## src/design/qpi_pkg.sv

```systemverilog
// Shared types, constants and tables for the quaternion pose integrator.
// Holds the sequencer states, the multiply request bundle and the arctangent table.
// Depends on nothing; qpi_mac and the top level import it, qpi_if does not.
`timescale 1ns / 1ps

package qpi_pkg;

    localparam int CORDIC_STEPS_DEF = 24;
    localparam int CORDIC_STEPS_MAX = 30;

    localparam int MAC_W     = 40;
    localparam int MAC_DIGIT = 8;
    localparam int MAC_NDIG  = MAC_W / MAC_DIGIT;

    localparam int ANG_W = 38;
    localparam int CRD_W = 36;

    localparam logic signed [ANG_W-1:0] PI_Q30      = 38'sd3373259426;
    localparam logic signed [ANG_W-1:0] HALF_PI_Q30 = 38'sd1686629713;
    localparam logic signed [ANG_W-1:0] TWO_PI_Q30  = 38'sd6746518852;
    localparam logic signed [CRD_W-1:0] GAIN_Q30    = 36'sd652032874;
    localparam logic [19:0]             MOUSE_K     = 20'd536871;
    localparam logic signed [31:0]      Q_INIT      = 32'sd759250125;
    localparam logic [31:0]             SPEED_RST   = 32'd65536;
    localparam logic [46:0]             RADIUS_RST  = 47'd417595392000;

    typedef enum logic [1:0] {
        REG_MOVE_SPEED   = 2'd0,
        REG_START_RADIUS = 2'd1
    } t_reg_idx;

    typedef enum logic [3:0] {
        ST_IDLE,
        ST_ANGLE,
        ST_REDUCE,
        ST_CORDIC,
        ST_QMUL,
        ST_COMMIT,
        ST_SQ,
        ST_SQRT,
        ST_DIV,
        ST_CROSS1,
        ST_CROSS2,
        ST_TWIST,
        ST_STEP,
        ST_DONE
    } t_state;

    typedef struct packed {
        logic                    start;
        logic signed [MAC_W-1:0] a1;
        logic signed [MAC_W-1:0] b1;
        logic signed [MAC_W-1:0] a2;
        logic signed [MAC_W-1:0] b2;
    } t_mac_req;

    function automatic logic [31:0] qpi_atan(input logic [4:0] idx);
        logic [31:0] v;
        case (idx)
            5'd0:  v = 32'd843314857;
            5'd1:  v = 32'd497837829;
            5'd2:  v = 32'd263043837;
            5'd3:  v = 32'd133525159;
            5'd4:  v = 32'd67021687;
            5'd5:  v = 32'd33543516;
            5'd6:  v = 32'd16775851;
            5'd7:  v = 32'd8388437;
            5'd8:  v = 32'd4194283;
            5'd9:  v = 32'd2097149;
            5'd10: v = 32'd1048576;
            5'd11: v = 32'd524288;
            5'd12: v = 32'd262144;
            5'd13: v = 32'd131072;
            5'd14: v = 32'd65536;
            5'd15: v = 32'd32768;
            5'd16: v = 32'd16384;
            5'd17: v = 32'd8192;
            5'd18: v = 32'd4096;
            5'd19: v = 32'd2048;
            5'd20: v = 32'd1024;
            5'd21: v = 32'd512;
            5'd22: v = 32'd256;
            5'd23: v = 32'd128;
            5'd24: v = 32'd64;
            5'd25: v = 32'd32;
            5'd26: v = 32'd16;
            5'd27: v = 32'd8;
            5'd28: v = 32'd4;
            5'd29: v = 32'd2;
            default: v = 32'd0;
        endcase
        return v;
    endfunction

endpackage

```

## src/design/qpi_mac.sv

```systemverilog
// Digit-serial multiply-accumulate unit: two signed products summed, modulo 2^64.
// Consumes the multipliers eight bits per cycle, most significant digit first.
// Depends on qpi_pkg.
`timescale 1ns / 1ps

module qpi_mac import qpi_pkg::*; (
    input  logic        i_clk,
    input  logic        i_rst_n,
    input  t_mac_req    i_req,
    output logic        o_done,
    output logic [63:0] o_acc
);

    localparam int CNT_W = $clog2(MAC_NDIG);

    logic signed [MAC_W-1:0] r_a1, r_a2;
    logic        [MAC_W-1:0] r_b1, r_b2;
    logic        [63:0]      r_acc;
    logic        [CNT_W-1:0] r_cnt;
    logic                    r_busy;
    logic                    r_done;

    logic                            w_first;
    logic        [MAC_DIGIT-1:0]     w_d1, w_d2;
    logic signed [MAC_DIGIT:0]       w_e1, w_e2;
    logic signed [MAC_W+MAC_DIGIT:0] w_p1, w_p2;
    logic        [63:0]              w_sum;

    // The leading digit carries the sign, the rest are unsigned.
    assign w_first = (r_cnt == '0);
    assign w_d1    = r_b1[MAC_W-1 -: MAC_DIGIT];
    assign w_d2    = r_b2[MAC_W-1 -: MAC_DIGIT];
    assign w_e1    = $signed({w_first & w_d1[MAC_DIGIT-1], w_d1});
    assign w_e2    = $signed({w_first & w_d2[MAC_DIGIT-1], w_d2});
    assign w_p1    = r_a1 * w_e1;
    assign w_p2    = r_a2 * w_e2;
    assign w_sum   = (r_acc << MAC_DIGIT) + 64'(w_p1) + 64'(w_p2);

    always_ff @(posedge i_clk) begin
        if (!i_rst_n) begin
            r_busy <= 1'b0;
            r_done <= 1'b0;
            r_cnt  <= '0;
        end else begin
            r_done <= 1'b0;
            if (i_req.start && !r_busy) begin
                r_busy <= 1'b1;
                r_cnt  <= '0;
            end else if (r_busy) begin
                r_cnt <= r_cnt + 1'b1;
                if (r_cnt == CNT_W'(MAC_NDIG - 1)) begin
                    r_busy <= 1'b0;
                    r_done <= 1'b1;
                end
            end
        end
    end

    always_ff @(posedge i_clk) begin
        if (i_req.start && !r_busy) begin
            r_a1  <= i_req.a1;
            r_a2  <= i_req.a2;
            r_b1  <= i_req.b1;
            r_b2  <= i_req.b2;
            r_acc <= '0;
        end else if (r_busy) begin
            r_acc <= w_sum;
            r_b1  <= r_b1 << MAC_DIGIT;
            r_b2  <= r_b2 << MAC_DIGIT;
        end
    end

    assign o_done = r_done;
    assign o_acc  = r_acc;

endmodule

```

## config.mk

```make
export PLATFORM = sky130hd
export DESIGN_NAME = qpi_mac
export DESIGN_NICKNAME = d
export VERILOG_FILES = /design/src/design/qpi_pkg.sv /design/src/design/qpi_mac.sv
export SDC_FILE = /design/constraint.sdc
export NUM_CORES = 2
export LEC_CHECK = 0
export BUFFER_PORTS_ARGS = -buffer_cell sky130_fd_sc_hd__buf_2
export CAP_MARGIN = 10
export CORE_MARGIN = 4
export CORE_UTILIZATION = 35
export DETAILED_ROUTE_END_ITERATION = 8
export PLACE_DENSITY = 0.51
export SYNTH_ARGS = -nofsm -noshare
export SYNTH_HDL_FRONTEND = slang
export SYNTH_SLANG_ARGS = --single-unit
```

## constraint.sdc

```tcl
create_clock -name i_clk -period 12.1 [get_ports i_clk]
set_clock_uncertainty 0.1 [all_clocks]
set_input_delay 0 -clock i_clk [delete_from_list [all_inputs] [get_ports i_clk]]
set_output_delay 0 -clock i_clk [all_outputs]
set_load 0.05 [all_outputs]
```

After elaboration in Yosys (flattened, before gate mapping)
Index checks and enable logic that the tools add are counted.
- register bits after elaboration: 229
- latch bits: 0
- RAM bits: 0
- memory bits (read-only): 0
- input port bits: 163
- output and inout bits: 65
- word-level logic and storage cells: 32
- memories kept: 0
- $add $sub $neg: 3
- $mul: 2
- div/mod/pow operators: 0
- magnitude comparators: 0
- equal/unequal tests: 1
- shifts and indexed selects: 0
- multiplexer cells: 8
- bitwise operators: 4
- reduce and logical (&&, ||, !) cells: 6
- operator list (kind ; number):
    40-bit 2-to-1 mux ; 4
    64-bit adder ; 2
    40-bit by 9-bit multiplier with 49-bit output ; 2
    1-bit 2-to-1 mux ; 4
    3-bit by 1-bit adder with 3-bit output, second input constant ; 1
    3-bit == test, second input constant ; 1
    3-bit logical NOT ; 1
    3-bit OR reduction ; 1
    1-bit AND ; 2
    1-bit inverter ; 2
    2-bit nonzero test ; 1
    2-bit OR reduction ; 1
    1-bit logical AND ; 1
    1-bit logical NOT ; 1

Depth between registers and ports, before layout
- word-level depth: 5
- gate-level depth with buffers: 40
- depth with buffers taken out: 38

Least setup slack after synthesis
OpenSTA, ideal clock, no wires.
- path type: flip-flop to flip-flop
- start point: reg r_cnt[0]
- end point: reg r_acc[56], in the netlist o_acc[56]
- setup time: 117 ps
- data arrival time: 9513 ps
- data required time: 11883 ps
- path slack: 2369 ps
- stages on the path, launching flop included: 38
- path buffers: 1
- clock period less this slack: 9731 ps
- cell sequence: dfxtp_1 -> inv_1 -> ha_1 -> nor2b_1 -> nand2_1 -> clkbuf_1 -> or2_2 -> fa_1 -> fa_1 -> fa_1 -> inv_1 -> fa_1 -> inv_1 -> fa_1 -> inv_1 -> ha_1 -> o211ai_1 -> o21ai_2 -> (+2 left out) -> a2111oi_4 -> o31a_1 -> o31a_2 -> o21ai_2 -> xor2_1 -> fa_1 -> ha_1 -> a21oi_1 -> nor2b_1 -> o21ai_0 -> nand2b_1 -> nor4_1 -> nand2b_1 -> o31ai_1 -> nor3b_1 -> o21ai_0 -> nand3_1 -> a32o_1
- word-level cells in the longest chain between the ends: 5
- elaborated cells between the ends (all ways): 7
- classes of those cells: add/sub: 2; mul: 2; bitwise: 2; reduce/logical: 1
- ends and longest elaborated chain (element ; line ; source):
    start: declaration ; qpi_mac.sv:19 ; logic [CNT_W-1:0] r_cnt;
    start signal: assignment ; qpi_mac.sv:50 ; r_cnt <= r_cnt + 1'b1;
    3-bit logical NOT (*) ; qpi_mac.sv:30 ; assign w_first = (r_cnt == '0);
    1-bit AND ; qpi_mac.sv:33 ; assign w_e1 = $signed({w_first & w_d1[MAC_DIGIT-1], w_d1});
    40-bit by 9-bit multiplier with 49-bit output ; qpi_mac.sv:35 ; assign w_p1 = r_a1 * w_e1;
    64-bit adder ; qpi_mac.sv:37 ; assign w_sum = (r_acc << MAC_DIGIT) + 64'(w_p1) + 64'(w_p2);
    64-bit adder (*) ; qpi_mac.sv:37 ;
    end signal: assignment ; qpi_mac.sv:67 ; r_acc <= w_sum;
    end: declaration ; qpi_mac.sv:18 ; logic [63:0] r_acc;
Every way passes the cells marked *; elsewhere a longest branch is shown, timed or not.
A chain may end at the register's enable or synchronous reset.

Worst setup path in the final report
- start point: reg r_cnt[0]
- end point: reg r_acc[63], in the netlist o_acc[63]
The elaborated chain is that of the path after synthesis.

==> reports/qor.txt <==
Crit path top cell by count: fa_1
register area share after synthesis: 17.0%
Buffers on Ports: 227
Synth Instances: 3844
GRT Residual Overflow: 0
Syn Std Cell Area: 36400 um^2
antenna-violating nets left: 0
f_max: 96.4 MHz
number of synthesized register bits: 229
multi-input logic area: 26800 um^2
Largest stage delay, worst path: 510 ps
WL final: 96900 um
Final period util: 85.8%
Final Critical Period: 10380 ps
drt via density: 4.80
largest family of logic cells by synthesized area: adder cells
number of synthesized flops with an enable pin: 160
crit end category: flop
Routed wire per std cell: 17.2 um
H-tree Lvls: 2
share of layout cells above drive strength 1: 9.82%
Seq. cell area: 6190 um^2
most frequent cells in the layout: 780 x inv_1, 630 x fa_1, 395 x and2_1
clock buffer depth: 3
vias in the first global route: 29.0k
CTS Buf Count: 35
fill cell count: 10.4k
CTS tree: done
max cap viols: 0
fraction of registers with async set/reset: 0%
GPL Wtd Cong: 0.862
initial antenna violation count: 6
compound-gate portion of the synthesized area: 9.05%
RSZ-0062 raised after global routing: no
chip width: 331 um
DR DRC count: 0
relative slew slack: 21.9%
Arrival @ worst endpoint: 10760 ps
Max FO, Critical Path: 41
post-synthesis mux area share: 2.01%
GRT Util Overall: 18.4%
Mean Syn Cell Area: 9.48 um^2
design area: 42400 um^2
min-delay worst type: in -> reg
Main synth FF type: edfxtp_1
first-pass GRT wire length: 158000 um
post-DP HPWL: 76600 um
Warnings, synthesis: 0
Fin Setup TNS: 0 ps
DR iter-0 viols: 1154
Min Hold Slack: 33.6 ps
critical path's slowest cell: fa_1
Nets: 5296
most common cell after layout, fill and taps aside: inv_1
Die Ht: 331 um
outcome: finished, final reports clean
crit path launch type: flop
xor and xnor area share after synthesis: 3.68%
CP required: 12490 ps
max-slew violations: 0
drt pass-1 iters: 5
distinct cell type count of the synthesized netlist: 79
clk_lat worst skew: 610 ps
Worst Tran Pin Value: 1170 ps
Cell Rows: 118
dpl cell area: 39100 um^2
Die ar.: 109000 um^2
clk sinks: 229
post-synthesis adder-cell area fraction: 44.0%
I/O pins: 228
Starting Density: 35.2%
largest net degree at the start of global routing: 77
Vias: 27.1k
simple logic cell fraction of the synthesized area: 14.9%
syn nets: 4909
Core Area: 103000 um^2
crit path kind: reg -> reg
root buffer cell: clkbuf_16
Worst-path clk slew: 60 ps
area grow syn2layout: 16.4%
Hold Violations, Final: 0
Setup-failing EPs final: 0
==> routing by layer <==
layer / wire (um) / up-vias / part of all wire [%] / global-route usage (%)
met5: 9 / - / 0.0093 / 0
met4: 2220 / 2 / 2.3 / 4.51
met3: 4560 / 97 / 4.7 / 2.71
met2: 47400 / 479 / 49 / 31.6
met1: 42700 / 13648 / 44 / 24.4
li1: - / 12826 / - / -
==> path summary, 6_finish.rpt <==
kind         startpoint         to  slack [ps]  depth (start not counted)
min reg2reg   o_acc[61]  o_acc[61]         370                          2
min          i_req[121]    r_a1[1]          30                          2
max            r_cnt[0]  o_acc[63]        1720                         39
max reg2reg    r_cnt[0]  o_acc[63]        1720                         39
==> through the flow <==
step	utilization [%]	setup slack (ps)	instances
global route	41.0	1010	5638
detailed placement	37.8	1820	5355
global placement	37.8	2040	5355
finish	41.0	1720	5640
CTS	41.0	1760	5638
floorplan	-	2370	3844
==> worst max-delay path: cells and delay by family, from the launching register on <==
kind                     cells  cell delay (ps)
AO/OA/AOI/OAI               13             2920
XOR/XNOR                     2              510
adder cells (fa/ha/maj)      9             3760
buffers and inverters        6              590
flip-flops                   1              310
AND/OR/NAND/NOR              9             2070
==> registers in the layout, indices dropped and copies added (netlist names) <==
name and flops:
r_cnt 3, r_b1 40, r_a2 40, r_busy 1, o_acc 64, r_b2 40
r_a1 40, o_done 1
==> cells in the mapped netlist, drive strengths merged, types with 7 or more instances <==
library cell  count  area share (%)
a21o             85             1.8
nand2           380             3.9
clkbuf          113             1.2
o21ai            98             1.4
and2            395             6.8
o211ai           15            0.31
nand3            33            0.45
and3             20            0.34
inv             780             8.0
ha              272             9.3
or3               7            0.12
dfxtp            69             3.8
buf              18            0.20
mux2             64             2.0
nor2b            18            0.31
xor2             65             1.6
edfxtp          160              13
o21bai           25            0.52
o21a             10            0.21
o22ai            32            0.55
or2              20            0.34
a21oi           144             2.0
nand4            25            0.43
nor3             17            0.23
nor2            129             1.3
nand2b           18            0.31
xnor2            83             2.0
o31ai            10            0.23
fa              630              35
a31oi            18            0.31
a211oi           14            0.30
==> timing repair <==
item | 4_1_cts | 5_1_grt
endpoints found under the hold margin | 174 | 0
buffers inserted | 0 | 0
resized for setup | 0 | 0
hold buffers | 219 | 0
==> cell type report <==
class | instances | area share, %
well taps | 1380 | 4.07
inverters | 782 | 6.93
diodes | 2 | 0.0118
multi-input cells | 2702 | 63.2
repair buffers | 481 | 8.47
flip-flops and latches | 229 | 14.6
clock inverters | 22 | 0.469
clock buffers | 42 | 2.22
==> logic make-up (layout without fill, tap and decap cells) <==
| family | count (synthesis) | in the layout |
|---|---|---|
| AOI/OAI and AO/OA | 509 | 509 |
| xor gates and xnor gates | 150 | 150 |
| adders and majority gates | 902 | 902 |
| buffers and inverters | 913 | 1327 |
| DFF | 229 | 229 |
| muxes | 65 | 65 |
| other | 0 | 2 |
| and+or+nand+nor | 1076 | 1076 |
Power is left out: the tool's default activity adds up to more than one toggle a clock period on the data nets, which glitch-free logic cannot reach.
